<file path="src/hw/rtl/nrstp_pkg.sv">
package nrstp_pkg;

  localparam int MAX_DEPTH   = 32;
  localparam int NUM_REGIONS = 256;

  localparam int OPCODE_W = 2;
  localparam int REGION_W = 8;
  localparam int VAL_W    = 64;
  localparam int STATUS_W = 2;

  localparam int DEPTH_W  = $clog2(MAX_DEPTH + 1);
  localparam int FRAME_AW = (MAX_DEPTH > 1) ? $clog2(MAX_DEPTH) : 1;
  localparam int TAB_AW   = (NUM_REGIONS > 1) ? $clog2(NUM_REGIONS) : 1;

  localparam int IN_FIELDS_W  = OPCODE_W + REGION_W + 2 * VAL_W;
  localparam int IN_TDATA_W   = ((IN_FIELDS_W + 7) / 8) * 8;
  localparam int OUT_FIELDS_W = STATUS_W + REGION_W + 4 * VAL_W;
  localparam int OUT_TDATA_W  = ((OUT_FIELDS_W + 7) / 8) * 8;
  localparam int OUT_PAD_W    = OUT_TDATA_W - OUT_FIELDS_W;

  typedef enum logic [OPCODE_W-1:0] {
    OP_ENTER = 2'd0,
    OP_EXIT  = 2'd1,
    OP_READ  = 2'd2,
    OP_CLEAR = 2'd3
  } op_t;

  typedef enum logic [STATUS_W-1:0] {
    ST_DONE  = 2'd0,
    ST_FULL  = 2'd1,
    ST_EMPTY = 2'd2
  } status_t;

  // controller -> datapath
  typedef struct packed {
    logic take;       // input transfer
    logic pop_rd;     // popped frame data available
    logic self_calc;  // self values
    logic commit;     // exit: table and parent update
    logic load_out;   // result register load
  } cmd_t;

  // datapath -> controller
  typedef struct packed {
    op_t  op;
    logic empty;
  } sts_t;

  function automatic logic rid_in_range(input logic [REGION_W-1:0] rid);
    return (32'(rid) < NUM_REGIONS);
  endfunction

endpackage

</file>
<file path="src/hw/rtl/nrstp_ctrl.sv">
module nrstp_ctrl (
  input  logic              clk,
  input  logic              rst_n,
  input  logic              in_tvalid,
  output logic              in_tready,
  output logic              out_tvalid,
  input  logic              out_tready,
  input  nrstp_pkg::sts_t   sts,
  output nrstp_pkg::cmd_t   cmd
);
  import nrstp_pkg::*;

  typedef enum logic [2:0] {
    S_IDLE,
    S_EX_RD,
    S_EX_CALC,
    S_EX_UPD,
    S_FIN
  } state_t;

  state_t state_r;
  logic   out_tvalid_r;
  logic   slot_free;
  logic   take;

  assign slot_free  = !out_tvalid_r || out_tready;
  assign in_tready  = (state_r == S_IDLE);
  assign take       = in_tvalid && in_tready;
  assign out_tvalid = out_tvalid_r;

  always_comb begin
    cmd           = '0;
    cmd.take      = take;
    cmd.pop_rd    = (state_r == S_EX_RD);
    cmd.self_calc = (state_r == S_EX_CALC);
    cmd.commit    = (state_r == S_EX_UPD) && slot_free;
    cmd.load_out  = ((state_r == S_EX_UPD) || (state_r == S_FIN)) && slot_free;
  end

  always_ff @(posedge clk) begin
    if (!rst_n) begin
      state_r      <= S_IDLE;
      out_tvalid_r <= 1'b0;
    end else begin
      if (cmd.load_out)
        out_tvalid_r <= 1'b1;
      else if (out_tready)
        out_tvalid_r <= 1'b0;
      unique case (state_r)
        S_IDLE: begin
          if (take) begin
            if (sts.op == OP_EXIT && !sts.empty)
              state_r <= S_EX_RD;
            else
              state_r <= S_FIN;
          end
        end
        S_EX_RD:   state_r <= S_EX_CALC;
        S_EX_CALC: state_r <= S_EX_UPD;
        S_EX_UPD: begin
          if (slot_free)
            state_r <= S_IDLE;
        end
        S_FIN: begin
          if (slot_free)
            state_r <= S_IDLE;
        end
        default: state_r <= S_IDLE;
      endcase
    end
  end

endmodule

</file>
<file path="config.mk">
export PLATFORM = sky130hd
export DESIGN_NAME = nrstp_ctrl
export DESIGN_NICKNAME = d
export VERILOG_FILES = /design/src/hw/rtl/nrstp_pkg.sv /design/src/hw/rtl/nrstp_ctrl.sv
export SDC_FILE = /design/constraint.sdc
export NUM_CORES = 1
export LEC_CHECK = 0
export BUFFER_PORTS_ARGS = -buffer_cell sky130_fd_sc_hd__buf_4
export CAP_MARGIN = 5
export CELL_PAD_IN_SITES_DETAIL_PLACEMENT = 1
export CELL_PAD_IN_SITES_GLOBAL_PLACEMENT = 2
export CORE_MARGIN = 3
export CORE_UTILIZATION = 22
export DETAILED_ROUTE_END_ITERATION = 6
export HOLD_SLACK_MARGIN = 0.1
export MAX_ROUTING_LAYER = met4
export PLACE_DENSITY_LB_ADDON = 0.1
export SLEW_MARGIN = 5
export SYNTH_ARGS = -nofsm -noshare
export SYNTH_HDL_FRONTEND = slang
export SYNTH_SLANG_ARGS = --single-unit
export TNS_END_PERCENT = 20
</file>
<file path="constraint.sdc">
create_clock -name clk -period 1.11 [get_ports clk]
set_input_delay 0.0555 -clock clk [delete_from_list [all_inputs] [get_ports clk]]
set_output_delay 0.0555 -clock clk [all_outputs]
set_load 0.01 [all_outputs]
</file>
==> out/metrics.csv <==
stage;metric;value;unit
sta;final hold violations;0;
floorplan;cell row count;12;
power_and_ir_drop;pwr dens;942;nW/µm²
sta;final worst setup slack;-32.5;ps
cts;CTS Buf Count;3;
placement;GP Congestion;0.706;
yosys;post-synth top area share;0.274;
routing;WL/cell;10.9;µm
yosys;sequential share of the synthesized area;0.274;
routing;total wire length;732;µm
worst_setup_path;R2R cell count;5;
floorplan;die width;42.5;µm
job;max cap viols;0;
placement;port buffer count;13;
yosys;largest cells by area after synthesis;dfxtp_1 (27%), nand2b_4 (9.4%), a21oi_2 (6.0%);
sta;Slew Limit Headroom;0.835;
floorplan;IO Count;14;
worst_setup_path;Crit path arrival time;1090;ps
cts;CTS Root Cell;clkbuf_4;
final_layout;layout cell share with drive strength beyond 1;0.717;
yosys;Ys Warns;0;
final_layout;final cell count without fillers;67;
global_routing;antenna violations before repair;0;
sta;max frequency;875;MHz
final_layout;filler instances;143;
final_layout;Finished Core Util;0.431;
global_routing;vias in the first global route;328;
placement;Final HPWL DP;514;µm
power_and_ir_drop;worst vdd ir;496;µV
yosys;total nets after synthesis;38;
sta;Worst-Margin Slew;247;ps
yosys;Syn Area/Cell;9.44;µm²
min_path;Hold Startpoint;out_tready;
min_path;Hold Crit Endpoint;out_tvalid$_SDFFE_PN0P_;
power_and_ir_drop;total power;475;µW
global_routing;all-layer global routing usage;0.102;
floorplan;Initial Util;0.250;
worst_setup_path;R2R Path End;state_r[2]$_SDFFE_PN0P_;
floorplan;die area;1800;µm²
worst_setup_path;worst-path fanout max;5;
sta;setup violators final;1;
yosys;FF+latch count, synth;4;
sta;RSZ-0062 raised after global routing;yes;
cts;Sink Count;4;
worst_setup_path;slowest cell on the critical path;dfxtp_4;
cts;htree depth;1;
routing;DR vias/cell;4.54;
placement;Place WS;73.6;ps
cts;deepest clock path buffer count;2;
routing;DR vias;304;
cts;later-pin clock latency in the skew report;240;ps
final_layout;area grow syn2layout;72.2;%
worst_setup_path;R2R Setup Slk;20;ps
min_path;Hold Path Class;input pin to flop;
sta;Max Clock Skew;0.327;ps
sta;Slew Viols, Final;0;
worst_setup_path;Critical Path RT;1050;ps
yosys;leading area contributor after synthesis;dfxtp_1;
final_layout;Final Net Count;62;
floorplan;core area;1170;µm²
sta;Period minus WS final;1140;ps
global_routing;pin count of the biggest net entering global routing;6;
yosys;Cell Area, Synth;293;µm²
cts;CTS tree;done;
floorplan;die height;42.5;µm
routing;DR pass1 iterations;2;
routing;Antenna Nets Post-Route;0;
routing;1st-iter DRT viols;4;
outcome;violated checks;negative setup slack;
outcome;status;finished with violations;
sta;Final Cycle Share;1.03;
global_routing;first-pass GRT wire length;1360;µm
yosys;post-synth cell types;20;
min_path;WHS Path Cells;3;
placement;Inst Count DP;57;
worst_setup_path;Startpoint Class;flop;
worst_setup_path;Crit path largest cell delay;350;ps
worst_setup_path;crit-path cells;and3b_1 -> a21oi_2 -> nor2_1 -> buf_4;
power_and_ir_drop;static leakage;0.233;nW
final_layout;diode count;0;
worst_setup_path;critical path type;flop to output pin;
cts;CTS clk-pin slew, worst paths;40;ps
global_routing;gr ovfl total;0;
worst_setup_path;Critical Path End Type;output pin;
yosys;Post-Synthesis Cells;31;
worst_setup_path;reg2reg start;state_r[2]$_SDFFE_PN0P_;
routing;DRC violations left;0;
[area by class of cell]
class                      count  area (µm²)  area share
multi-input combinational     24         201       0.400
timing repair buffer          22         171       0.340
sequential                     4        91.3       0.181
clock buffer                   3        22.5      0.0447
tap                           14        17.5      0.0347
[through the flow]
step	area, µm²	hold WS (ps)	setup TNS, ps
4_1_cts	488	136	-51.4
3_5_place_dp	397	289	0
6_report	504	137	-32.5
5_1_grt	504	145	-249
3_3_place_gp	397	285	0
2_1_floorplan	293	173	0
[flip-flops by register name, indices dropped and copies added, names as in the netlist]
name / count
state_r: 3
out_tvalid: 1
[worst max-delay path: cells and delay by family, from the launching register on]
kind	cells	cell delay (ps)
compound gates	1	130
buf+inv	1	140
flops	1	350
simple gates	2	230
[placed cells by master, fill, tap and decap left out, types with 2 or more instances in the layout]
master and instances:
a21oi_2 2, buf_4 20, clkbuf_4 3, dfxtp_4 3, nand2b_1 2, nand2b_4 2, nor2_1 3, nor3_2 2
nor3b_2 2
[how the worst max path moves through the flow]
stage          slack [ps]                 endpoint  cells past startpoint                     from
2_1_floorplan         200  out_tvalid$_SDFFE_PN0P_                      4  state_r[0]$_SDFFE_PN0P_
3_3_place_gp           80                   cmd[0]                      4  state_r[2]$_SDFFE_PN0P_
3_5_place_dp           70                   cmd[0]                      4  state_r[2]$_SDFFE_PN0P_
4_1_cts               -50                   cmd[0]                      4  state_r[1]$_SDFFE_PN0P_
5_1_grt              -100                   cmd[0]                      4  state_r[1]$_SDFFE_PN0P_
6_report              -30                   cmd[0]                      4  state_r[1]$_SDFFE_PN0P_
[cells in the mapped netlist, drive strengths merged]
cell type  number
nor2            4
nor3            2
nor2b           1
nand2b          4
o21a            1
nor3b           3
nand3           1
nand2           1
o2bb2ai         1
and3            1
dfxtp           4
nor4bb          1
and3b           1
a21oi           2
a21boi          1
buf             3
[layer usage]
metal | global-route usage | wire (µm) | share of wire
met5 | - | 0 | 0
met4 | 0.0932 | 19 | 0.026
met3 | 0.0215 | 37 | 0.051
met2 | 0.164 | 393 | 0.54
met1 | 0.101 | 281 | 0.38
[timing repair]
item	4_1_cts	5_1_grt
setup buffers	5	1
endpoints found under the hold margin	3	0
resized for setup	8	2
setup endpoints to repair	5	7
gates cloned	0	0
hold buffers	1	0
pin swaps	1	1
[cells by family after synthesis]
kind of cell / count (synthesis) / share of synthesized area
simple gates: 19 / 0.483
flops: 4 / 0.274
buf+inv: 3 / 0.0897
compound gates: 5 / 0.154
[report_power, final]
group	switching (mW)	internal [mW]
Combinational	0.0505	0.0815
Sequential	0.00840	0.148
Clock	0.0648	0.121
(Power assumes the default switching activity.)
